### src/rtl/slgd_pkg.sv
// ----------------------------------------------------------------------------
// slgd_pkg
// Types and constants shared by the structured-light Gray decoder.
// ----------------------------------------------------------------------------
package slgd_pkg;

	localparam int unsigned SAMPLE_W = 8;
	localparam int unsigned CODE_W   = 10;
	localparam int unsigned LIGHT_W  = 20;
	localparam int unsigned SCALE_W  = 16;
	localparam int unsigned REG_IDX_W = 1;

	localparam logic [REG_IDX_W-1:0] REG_LIT_MARGIN = 1'b0;
	localparam logic [REG_IDX_W-1:0] REG_MIN_DIRECT = 1'b1;

	localparam logic [7:0] LIT_MARGIN_RST = 8'd5;
	localparam logic [7:0] MIN_DIRECT_RST = 8'd15;

	typedef struct packed {
		logic [7:0] pat_h;
		logic [7:0] pat_h_inv;
		logic [7:0] pat_v;
		logic [7:0] pat_v_inv;
		logic [7:0] white_level;
		logic [7:0] black_level;
	} slgd_in_t;

	typedef struct packed {
		logic [7:0]        direct_light;
		logic [7:0]        global_light;
		logic [CODE_W-1:0] code_h;
		logic [CODE_W-1:0] index_h;
		logic              bad_h;
		logic [CODE_W-1:0] code_v;
		logic [CODE_W-1:0] index_v;
		logic              bad_v;
	} slgd_out_t;

	typedef struct packed {
		logic [LIGHT_W-1:0] ld;
		logic [LIGHT_W-1:0] lg;
		logic [LIGHT_W-1:0] e;
	} slgd_lvl_t;

	typedef struct packed {
		logic lit;
		logic bad;
	} slgd_cls_t;

	typedef enum logic [2:0] {
		ST_IDLE,
		ST_DIV,
		ST_LD,
		ST_LG,
		ST_WALK
	} slgd_state_t;

endpackage

### src/rtl/slgd_lane.sv
// ----------------------------------------------------------------------------
// slgd_lane
// Classifies one plane sample pair as lit, unlit or invalid.
// ----------------------------------------------------------------------------
module slgd_lane (
	input  slgd_pkg::slgd_lvl_t lvl,
	input  logic [7:0]          p,
	input  logic [7:0]          q,
	output slgd_pkg::slgd_cls_t cls
);
	import slgd_pkg::*;

	logic [LIGHT_W:0] pw, qw, ldw, lgw, ew;
	logic dom;

	always_comb begin
		pw  = {{(LIGHT_W-15){1'b0}}, p, 8'd0};
		qw  = {{(LIGHT_W-15){1'b0}}, q, 8'd0};
		ldw = {1'b0, lvl.ld};
		lgw = {1'b0, lvl.lg};
		ew  = {1'b0, lvl.e};
		dom = ldw > lgw + ew;
		cls.bad = 1'b0;
		cls.lit = 1'b0;
		if (dom && pw > qw + ew) begin
			cls.lit = 1'b1;
		end else if (dom && pw + ew < qw) begin
			cls.lit = 1'b0;
		end else if (pw + ew < ldw && qw > lgw + ew) begin
			cls.lit = 1'b0;
		end else if (pw > lgw + ew && qw + ew < ldw) begin
			cls.lit = 1'b1;
		end else begin
			cls.bad = 1'b1;
		end
	end

endmodule

### src/rtl/slgd_div.sv
// ----------------------------------------------------------------------------
// slgd_div
// Restoring divider giving a Q1.16 quotient for the scale, one quotient bit per cycle.
// ----------------------------------------------------------------------------
module slgd_div (
	input  logic        clk,
	input  logic        arst_n,
	input  logic        go,
	input  logic [7:0]  white,
	input  logic [8:0]  sum,
	output logic        done,
	output logic [16:0] quot
);
	import slgd_pkg::*;

	logic [9:0]  rem_q;
	logic [24:0] num_q;
	logic [16:0] quot_q;
	logic [4:0]  cnt_q;
	logic        run_q;
	logic [9:0]  trial;

	assign trial = {rem_q[8:0], num_q[24]};

	always_ff @(posedge clk or negedge arst_n) begin
		if (!arst_n) begin
			run_q <= 1'b0;
			cnt_q <= '0;
			done  <= 1'b0;
		end else begin
			done <= 1'b0;
			if (go) begin
				run_q <= 1'b1;
				cnt_q <= 5'd25;
			end else if (run_q) begin
				cnt_q <= cnt_q - 5'd1;
				if (cnt_q == 5'd1) begin
					run_q <= 1'b0;
					done  <= 1'b1;
				end
			end
		end
	end

	always_ff @(posedge clk) begin
		if (go) begin
			rem_q  <= '0;
			num_q  <= {1'b0, white, 16'd0};
			quot_q <= '0;
		end else if (run_q) begin
			num_q <= {num_q[23:0], 1'b0};
			if (trial >= {1'b0, sum}) begin
				rem_q  <= trial - {1'b0, sum};
				quot_q <= {quot_q[15:0], 1'b1};
			end else begin
				rem_q  <= trial;
				quot_q <= {quot_q[15:0], 1'b0};
			end
		end
	end

	assign quot = quot_q;

endmodule

### src/rtl/structured_light_gray_decode.sv
// ----------------------------------------------------------------------------
// structured_light_gray_decode
// Gray-code structured-light decoder with direct and global light split.
// ----------------------------------------------------------------------------
// A pixel arrives as PLANES beats on the in port, lowest plane (code bit 0)
// first, taken when start is high and busy is low. The first beat carries
// the white and black samples. Configuration writes use cfg_we, cfg_idx and
// cfg_data. Each beat but the last is stored without raising busy. After the
// last beat the block raises busy while a restoring divider forms the scale,
// the ST_LD and ST_LG states form direct and global light, and one lane per
// direction walks the planes, one plane per cycle. The result appears on out
// with done high for a single cycle, and busy falls in that same cycle. A
// new pixel is not taken until busy falls, so pixels do not overlap. The
// receiver cannot stall: every result is taken in its strobe cycle. Reset
// clears the plane counter, the sequencer and the configuration registers to
// their defaults; the plane store is not cleared.
// ----------------------------------------------------------------------------
module structured_light_gray_decode #(
	parameter int unsigned PLANES      = 10,
	parameter int unsigned PEAK_PLANES = 4
) (
	input  logic                 clk,
	input  logic                 arst_n,
	input  logic                 start,
	output logic                 busy,
	input  slgd_pkg::slgd_in_t   in,
	output logic                 done,
	output slgd_pkg::slgd_out_t  out,
	input  logic                 cfg_we,
	input  logic                 cfg_idx,
	input  logic [7:0]           cfg_data
);
	import slgd_pkg::*;

	localparam int unsigned PEAK = (PEAK_PLANES < PLANES) ? PEAK_PLANES : PLANES;
	localparam int unsigned CW   = $clog2(PLANES);
	localparam int unsigned CWIDE = (PLANES > CODE_W) ? PLANES : CODE_W;

	logic [31:0]   store_q [PLANES];
	logic [CW-1:0] cnt_q;
	logic [7:0]    white_q, black_q;
	logic [7:0]    hi_q, lo_q;
	logic [7:0]    margin_q, mind_q;
	slgd_state_t   st_q, st_d;
	logic          acc, last;
	logic [CW-1:0] wk_q;
	logic [CWIDE-1:0] ch_q, cv_q;
	logic          sh_q, sv_q, bh_q, bv_q;
	logic [16:0]   quot;
	logic [15:0]   binv_q;
	logic          div_go, div_done;
	logic [LIGHT_W-1:0] ld_q, lg_q;
	logic [23:0]   prod_ld;
	logic [31:0]   prod_lg;
	slgd_lvl_t     lvl;
	slgd_cls_t     cls_h, cls_v;
	logic [31:0]   wcur;
	logic [7:0]    bmx, bmn;
	logic          zero_q, faint;
	logic [CWIDE-1:0] ghw, gvw, ihw, ivw;

	assign acc  = start && !busy;
	assign last = acc && (cnt_q == CW'(PLANES - 1));
	assign busy = (st_q != ST_IDLE);

	always_comb begin
		bmx = in.pat_h;
		bmn = in.pat_h;
		if (in.pat_h_inv > bmx) bmx = in.pat_h_inv;
		if (in.pat_v > bmx) bmx = in.pat_v;
		if (in.pat_v_inv > bmx) bmx = in.pat_v_inv;
		if (in.pat_h_inv < bmn) bmn = in.pat_h_inv;
		if (in.pat_v < bmn) bmn = in.pat_v;
		if (in.pat_v_inv < bmn) bmn = in.pat_v_inv;
	end

	always_ff @(posedge clk) begin
		if (acc) begin
			store_q[cnt_q] <= {in.pat_v_inv, in.pat_v, in.pat_h_inv, in.pat_h};
			if (cnt_q == '0) begin
				white_q <= in.white_level;
				black_q <= in.black_level;
				hi_q    <= bmx;
				lo_q    <= bmn;
			end else if ({1'b0, cnt_q} < (CW+1)'(PEAK)) begin
				if (bmx > hi_q) hi_q <= bmx;
				if (bmn < lo_q) lo_q <= bmn;
			end
		end
	end

	always_ff @(posedge clk or negedge arst_n) begin
		if (!arst_n) begin
			cnt_q    <= '0;
			margin_q <= LIT_MARGIN_RST;
			mind_q   <= MIN_DIRECT_RST;
		end else begin
			if (acc) cnt_q <= last ? '0 : cnt_q + CW'(1);
			if (cfg_we) begin
				unique case (cfg_idx)
					REG_LIT_MARGIN: margin_q <= cfg_data;
					REG_MIN_DIRECT: mind_q   <= cfg_data;
					default: ;
				endcase
			end
		end
	end

	assign div_go = last;

	slgd_div u_div (
		.clk   (clk),
		.arst_n(arst_n),
		.go    (div_go),
		.white (white_q),
		.sum   ({1'b0, white_q} + {1'b0, black_q}),
		.done  (div_done),
		.quot  (quot)
	);

	assign prod_ld = ({16'd0, hi_q - lo_q} * {8'd0, binv_q});
	assign prod_lg = ({16'd0, hi_q, 8'd0} - {16'd0, ld_q[15:0]}) * {16'd0, binv_q};

	assign lvl    = '{ld: ld_q, lg: lg_q, e: {4'd0, margin_q, 8'd0}};
	assign wcur   = store_q[wk_q];
	assign faint  = ld_q < {4'd0, mind_q, 8'd0};

	slgd_lane u_lane_h (.lvl(lvl), .p(wcur[7:0]),   .q(wcur[15:8]),  .cls(cls_h));
	slgd_lane u_lane_v (.lvl(lvl), .p(wcur[23:16]), .q(wcur[31:24]), .cls(cls_v));

	always_comb begin
		st_d = st_q;
		unique case (st_q)
			ST_IDLE: if (last) st_d = ST_DIV;
			ST_DIV:  if (div_done) st_d = ST_LD;
			ST_LD:   st_d = ST_LG;
			ST_LG:   st_d = ST_WALK;
			ST_WALK: if (wk_q == CW'(PLANES - 1)) st_d = ST_IDLE;
			default: st_d = ST_IDLE;
		endcase
	end

	always_ff @(posedge clk or negedge arst_n) begin
		if (!arst_n) begin
			st_q <= ST_IDLE;
			done <= 1'b0;
		end else begin
			st_q <= st_d;
			done <= (st_q == ST_WALK) && (wk_q == CW'(PLANES - 1));
		end
	end

	always_ff @(posedge clk) begin
		unique case (st_q)
			ST_DIV: begin
				binv_q <= quot[16] ? 16'hFFFF : quot[15:0];
				zero_q <= ({1'b0, white_q} + {1'b0, black_q}) == 9'd0;
			end
			ST_LD: begin
				ld_q <= zero_q ? '0 : {4'd0, prod_ld[23:8]};
			end
			ST_LG: begin
				lg_q <= zero_q ? '0 : {3'd0, prod_lg[31:16], 1'b0};
				wk_q <= '0;
				ch_q <= '0;
				cv_q <= '0;
				sh_q <= 1'b0;
				sv_q <= 1'b0;
				bh_q <= 1'b0;
				bv_q <= 1'b0;
			end
			ST_WALK: begin
				wk_q <= wk_q + CW'(1);
				if (!sh_q) begin
					if (cls_h.bad) begin
						sh_q <= 1'b1;
						bh_q <= 1'b1;
					end else if (cls_h.lit) begin
						ch_q[wk_q] <= 1'b1;
					end
				end
				if (!sv_q) begin
					if (cls_v.bad) begin
						sv_q <= 1'b1;
						bv_q <= 1'b1;
					end else if (cls_v.lit) begin
						cv_q[wk_q] <= 1'b1;
					end
				end
			end
			default: ;
		endcase
	end

	function automatic logic [CWIDE-1:0] g2b(input logic [CWIDE-1:0] g);
		logic [CWIDE-1:0] b;
		b[CWIDE-1] = g[CWIDE-1];
		for (int i = CWIDE - 2; i >= 0; i--) b[i] = b[i+1] ^ g[i];
		return b;
	endfunction

	assign ghw = (zero_q || faint) ? '0 : ch_q;
	assign gvw = (zero_q || faint) ? '0 : cv_q;
	assign ihw = g2b(ghw);
	assign ivw = g2b(gvw);

	always_comb begin
		out.direct_light = (ld_q[LIGHT_W-1:16] != '0) ? 8'hFF : ld_q[15:8];
		out.global_light = (lg_q[LIGHT_W-1:16] != '0) ? 8'hFF : lg_q[15:8];
		out.code_h  = ghw[CODE_W-1:0];
		out.index_h = ihw[CODE_W-1:0];
		out.bad_h   = zero_q || faint || bh_q;
		out.code_v  = gvw[CODE_W-1:0];
		out.index_v = ivw[CODE_W-1:0];
		out.bad_v   = zero_q || faint || bv_q;
	end

endmodule
### config.mk
export PLATFORM = sky130hd
export DESIGN_NAME = structured_light_gray_decode
export DESIGN_NICKNAME = d
export VERILOG_FILES = /design/src/rtl/slgd_pkg.sv /design/src/rtl/slgd_lane.sv /design/src/rtl/slgd_div.sv /design/src/rtl/structured_light_gray_decode.sv
export SDC_FILE = /design/constraint.sdc
export NUM_CORES = 2
export LEC_CHECK = 0
export BUFFER_PORTS_ARGS = -buffer_cell sky130_fd_sc_hd__buf_2
export CAP_MARGIN = 20
export CORE_ASPECT_RATIO = 0.6
export CORE_MARGIN = 4
export CORE_UTILIZATION = 55
export DETAILED_ROUTE_END_ITERATION = 6
export PLACE_DENSITY = 0.72
export REMOVE_ABC_BUFFERS = 1
export SYNTH_ARGS = -nofsm -noshare
export SYNTH_HDL_FRONTEND = slang
export SYNTH_SLANG_ARGS = --single-unit
### constraint.sdc
create_clock -name clk -period 9.6 [get_ports clk]
set_input_delay 0.96 -clock clk [delete_from_list [all_inputs] [get_ports clk]]
set_output_delay 0.96 -clock clk [all_outputs]
set_load 0.02 [all_outputs]
Yosys cells after proc, flatten, opt, wreduce, memory -nomap -nowiden

Memory sizes are Yosys's and may differ from the RTL's. A register that Yosys moved wholly into a read port is not among the register bits.
Index checks and enable logic that the tools add are counted.
W data, S select, Z words.

Eq/ne operators: 18
Bitwise operators: 21
Magnitude comparators: 26
Reduce and logical (&&, ||, !) cells: 37
Mux-type cells: 75
$mul: 2
Add/subtract/negate cells: 12

Operators with widths:

| operator             | number |
|---|---|
| $gt A16 B21 Y1       | 6 |
| $mux W8              | 14 |
| $lt A21 B20 Y1       | 4 |
| $mux W10             | 8 |
| $add A16 B16 Y17     | 4 |
| $mux W24             | 2 |
| $lt A21 B16 Y1       | 2 |
| $pmux W10 S2         | 2 |
| $mux W1              | 34 |
| $gt A8 B8 Y1         | 4 |
| $lt A8 B8 Y1         | 4 |
| $mul A17 B17 Y32     | 1 |
| $mul A8 B16 Y24      | 1 |
| $add A20 B16 Y21     | 1 |
| $gt A20 B21 Y1       | 1 |
| $lt A20 B16 Y1       | 1 |
| $ne A2 B2 Y1 const B | 10 |
| $or A10 B10 Y10      | 2 |
| $xor A1 B1 Y1        | 18 |
| $sub A16 B16 Y17     | 1 |
| $pmux W3 S5          | 1 |
| $reduce_and A3 Y1    | 5 |
| $logic_and A1 B1 Y1  | 12 |
| $ge A10 B9 Y1        | 1 |
| 32 further kinds     | 52 |

Output and inout port bits: 60
Memories: 1
Input port bits: 61
Bits in registers: 183
Memory bits (writable): 320
Word-level logic and storage cells: 221

Memory list:

| name    | words | bits a word | read ports | clocked after Yosys merged registers in | wr ports | RTL line                           | RTL |
|---|---|---|---|---|---|---|---|
| store_q | 10    | 32          | 1          | 1                                       | 1        | structured_light_gray_decode.sv:39 | `logic [31:0] store_q [PLANES];` |

Longest topological paths before layout

Depth after elaboration: 12
Depth in mapped cells: 35
Gate-level depth less buffers: 34

By module

From an unflattened synthesis, not the netlist that was laid out.

Cell total of the unflattened synthesis: 4163
Area total of the unflattened synthesis: 44468.9 um^2

Modules (own cells, without submodules):

| module                       | cells an instance | seq. area each (um^2) | area an instance (um^2) | times used |
|---|---|---|---|---|
| structured_light_gray_decode | 2909              | 13570.5               | 34245.3                 | 1 |
| slgd_lane                    | 521               | 0.0                   | 4031.4                  | 2 |
| slgd_div                     | 212               | 955.9                 | 2160.8                  | 1 |

Worst setup path before layout

No wires, ideal clock.

Kind: register to register
Start: register ld_q[10]
End: register lg_q[14], data pin
Period minus slack after synthesis: 7.858 ns
Arrival: 7.592 ns
Library setup time: 0.266 ns
Buffers on the path: 1
Stages on the path, launching flop included: 28
Path slack: 1.742 ns
Data required time: 9.334 ns
Cell sequence: edfxtp_1 inv_1 ha_1 or3_1 a41o_1 a31oi_1 o21bai_1 a2111o_1 nand2_1 buf_2 nand2_1 fa_1 inv_1 fa_1 inv_1 fa_1 fa_1 fa_1 inv_1 fa_1 ha_1 a2111oi_0 o21ai_0 a31oi_1 nand2_1 a211oi_1 xor2_1 nor2_1

Longest elaborated chain between the ends: 2

Ends and longest elaborated chain:

| item                     | RTL line                            | RTL |
|---|---|---|
| start: declaration       | structured_light_gray_decode.sv:52  | `logic [LIGHT_W-1:0] ld_q, lg_q;` |
| start signal: assignment | structured_light_gray_decode.sv:160 | `ld_q <= zero_q ? '0 : {4'd0, prod_ld[23:8]};` |
| $sub A16 B16 Y17         | structured_light_gray_decode.sv:122 | `assign prod_lg = ({16'd0, hi_q, 8'd0} - {16'd0, ld_q[15:0]}) * {16'd0, binv_q};` |
| $mul A17 B17 Y32         | structured_light_gray_decode.sv:122 |  |
| end signal: assignment   | structured_light_gray_decode.sv:163 | `lg_q <= zero_q ? '0 : {3'd0, prod_lg[31:16], 1'b0};` |
| end: declaration         | structured_light_gray_decode.sv:52  |  |

Every way passes these cells.
A chain may end at the register's enable or synchronous reset.

Worst setup path after layout

Ends and elaborated chain as after synthesis.

==> out/metrics.cfg <==
[run_status]
result_of_the_run = finished clean

[route]
drt-wirelength-per-cell_um = 21.4
initial_drt_pass_iterations = 5
drt_wl_total_mm = 101
initialDrtViolationCount = 2626
drt_drc_violations_left = 0
detail-route-antenna-nets = 0
vias_per_instance = 5.71
num_vias = 26847

[final_layout]
multiInputGateArea_sq_mm = 0.0231
final_nets = 4485
post-route-cell-area_sq_mm = 0.0433
final_layout_size_suffix_gt1_frac = 0.110
layout-area-overhead-vs-synth_pct = 7.97
n_fill_cell = 5877
seq_area_sq_mm = 0.0145

[global_routing]
grt_overflow = 0
grt_pass1_vias = 26767
gr-usage-all-layers = 0.266
initial_antenna_violation_count = 9
grt_pass1_wl_mm = 159
grt_start_max_net_pins = 63

[critical_path]
critical_path_class = reg -> reg
worstPathRequired_ns = 9.92
timing.critical_path.from_type = flip-flop
worstPathArrival_ns = 9.18
end_kind = flip-flop
critical_path_peak_fanout = 15

[timing]
timing.slew.headroom = 0.268
rsz0062_at_grt = false
worst_slew_pin_slew_ns = 1.10
setup_ws_final_ns = 0.740
slew_viol_final = 0
worst_clock_skew_ns = 0.0349
final_hold_violation_count = 0
finalCritPeriodShare = 0.923
post-route-min-period_ns = 8.86
fin_tns_setup_ns = 0
setup_viol = 0
clock.fmax_ghz = 0.113

[yosys]
seq_area_frac_synth = 0.362
netlist_top_cells_count = sky130_fd_sc_hd__inv_1 (533), sky130_fd_sc_hd__edfxtp_1 (437), sky130_fd_sc_hd__ha_1 (371)
synth_edf_count = 437
postSynthCellCount = 3607
asyncSetResetFlopFracSynth = 0.0621
netlist.area_leader.share = 0.327
ys_top_cells_by_area = sky130_fd_sc_hd__edfxtp_1 (33%), sky130_fd_sc_hd__fa_1 (18%), sky130_fd_sc_hd__ha_1 (12%)
yosys_register_bits = 499
count_of_different_cell_masters_after_synthesis = 82
synth-warning-count = 0
mappedNetlistArea_sq_mm = 0.0401
synth_top_area_cell = sky130_fd_sc_hd__edfxtp_1
synth_top_flop_cell = sky130_fd_sc_hd__edfxtp_1
post-synth-top-count-cell = sky130_fd_sc_hd__inv_1
syn-mean-instance-area_sq_um = 11.1

[place]
dpl-instance-area_sq_mm = 0.0419
place.port_buffers = 120
post-place-ws_ns = 0.744
dp_hpwl_mm = 76.0
gp_congestion = 0.959

[clock_tree]
post_cts.repair.setup_buffers = 0
htree_num_levels = 2
clk_pin_slew_worst_paths_ns = 0.07
cts.path.max_buffers = 3
hold_buffers = 0
cts_tree = built
post_cts.resized_instances = 0
clock_sinks = 499
clkLatencyLatePin_ns = 0.59
tritoncts.num_buffers = 42
cts-root-buf = sky130_fd_sc_hd__clkbuf_16

[floorplanning]
rows = 76
io_pins = 121
die_outline_area_sq_mm = 0.0774
die_w_um = 357
initial_core_util = 0.557
core_area_sq_mm = 0.0720
die_h_um = 217

[job]
maxCapViolCount = 0

[hold_path]
worst_hold_path_type = in -> async

state kept, by name, summed over array words and instances, names as in the netlist, 3 cells and up, named ones only:
| signal | flops |
|---|---|
| store_q | 320 |
| u_div.quot | 17 |
| binv_q | 16 |
| ld_q | 16 |
| lg_q | 16 |
| ch_q | 10 |
| cv_q | 10 |
| u_div.num_q | 9 |
| u_div.rem_q | 9 |
| black_q | 8 |
| hi_q | 8 |
| lo_q | 8 |
| margin_q | 8 |
| mind_q | 8 |
| white_q | 8 |
| u_div.cnt_q | 5 |
| cnt_q | 4 |
| wk_q | 4 |
| st_q | 3 |
cell usage in the layout, fill, tap and decap left out, types with 37 or more instances in the layout:
master and instances:
sky130_fd_sc_hd__nand2_1 330, sky130_fd_sc_hd__mux2i_1 63, sky130_fd_sc_hd__buf_2 120, sky130_fd_sc_hd__clkbuf_16 43
sky130_fd_sc_hd__xnor2_1 76, sky130_fd_sc_hd__a211oi_1 37, sky130_fd_sc_hd__ha_1 371, sky130_fd_sc_hd__o21ai_0 87
sky130_fd_sc_hd__inv_1 532, sky130_fd_sc_hd__mux4_2 64, sky130_fd_sc_hd__and2_1 191, sky130_fd_sc_hd__a21o_1 50
sky130_fd_sc_hd__a21oi_1 155, sky130_fd_sc_hd__nor2b_1 43, sky130_fd_sc_hd__fa_1 356, sky130_fd_sc_hd__edfxtp_1 437
sky130_fd_sc_hd__buf_4 55, sky130_fd_sc_hd__nor2_1 199, sky130_fd_sc_hd__xor2_1 46
area by class of cell:
type | count | area share
Multi-Input combinational cell | 2444 | 0.533
Sequential cell | 499 | 0.336
Inverter | 533 | 0.0462
Tap cell | 975 | 0.0282
Clock buffer | 56 | 0.0267
Timing Repair Buffer | 177 | 0.0240
Clock inverter | 20 | 0.00595
Antenna cell | 1 | 0.0000578
cell families after synthesis:
logic type      Yosys count  share of synthesized area
xor+xnor                127                     0.0277
compound gates          464                     0.0744
buf+inv                 664                     0.0636
flops                   499                      0.362
simple gates            964                      0.117
mux                     162                     0.0615
fa+ha+maj               727                      0.293
worst max-delay path: stages, from the launching register on:
cell                        delay [ns]
sky130_fd_sc_hd__edfxtp_1         0.42
sky130_fd_sc_hd__inv_1            0.15
sky130_fd_sc_hd__ha_1             0.29
sky130_fd_sc_hd__or3_1            0.36
sky130_fd_sc_hd__a41o_1           0.22
sky130_fd_sc_hd__a31oi_1          0.28
sky130_fd_sc_hd__o21bai_1         0.15
sky130_fd_sc_hd__a2111o_1         0.46
sky130_fd_sc_hd__nand2_1          0.41
sky130_fd_sc_hd__and2_1           0.25
sky130_fd_sc_hd__inv_1            0.07
sky130_fd_sc_hd__fa_1             0.50
sky130_fd_sc_hd__inv_1            0.16
sky130_fd_sc_hd__fa_1             0.78
sky130_fd_sc_hd__inv_1            0.20
sky130_fd_sc_hd__fa_1             0.59
sky130_fd_sc_hd__fa_1             0.45
sky130_fd_sc_hd__fa_1             0.54
sky130_fd_sc_hd__inv_1            0.05
sky130_fd_sc_hd__fa_1             0.47
sky130_fd_sc_hd__ha_1             0.34
sky130_fd_sc_hd__a2111oi_0        0.33
sky130_fd_sc_hd__o21ai_0          0.19
sky130_fd_sc_hd__a31oi_1          0.26
sky130_fd_sc_hd__nand2_1          0.15
sky130_fd_sc_hd__a211oi_1         0.28
sky130_fd_sc_hd__xor2_1           0.17
sky130_fd_sc_hd__nor2_1           0.05
per-layer routing:
layer	vias to the layer above	wire [um]	global-route usage
met3	93	13600	0.0999
met1	13247	47200	0.424
met4	8	900	0.0295
li1	12369	-	-
met5	-	45	0
met2	1130	38900	0.353
worst paths after layout:
| check | startpoint | to | slack (ns) | cells after the start |
|---|---|---|---|---|
| setup / recovery | ld_q[10] | lg_q[14] | 0.74 | 27 |
| hold / removal | arst_n | cnt_q[3] | 0.47 | 1 |
| setup reg to reg | ld_q[10] | lg_q[14] | 0.74 | 27 |
| hold reg to reg | u_div.rem_q[8] | u_div.rem_q[8] | 0.48 | 2 |
| max in group asynchronous | arst_n | mind_q[7] | 8.57 | 1 |
| min in group clk | u_div.rem_q[8] | u_div.rem_q[8] | 0.48 | 2 |
per-stage QoR:
step,utilization,std cells,hold slack [ns]
3_3_place_gp,0.582,4626,0.458
5_1_grt,0.602,4704,0.498
3_5_place_dp,0.582,4626,0.468
2_1_floorplan,-,3476,0.441
6_report,0.602,4705,0.468
4_1_cts,0.601,4702,0.459
Power is not shown: default switching activity piles up to over one toggle a cycle in this logic, so the estimate is an artifact.
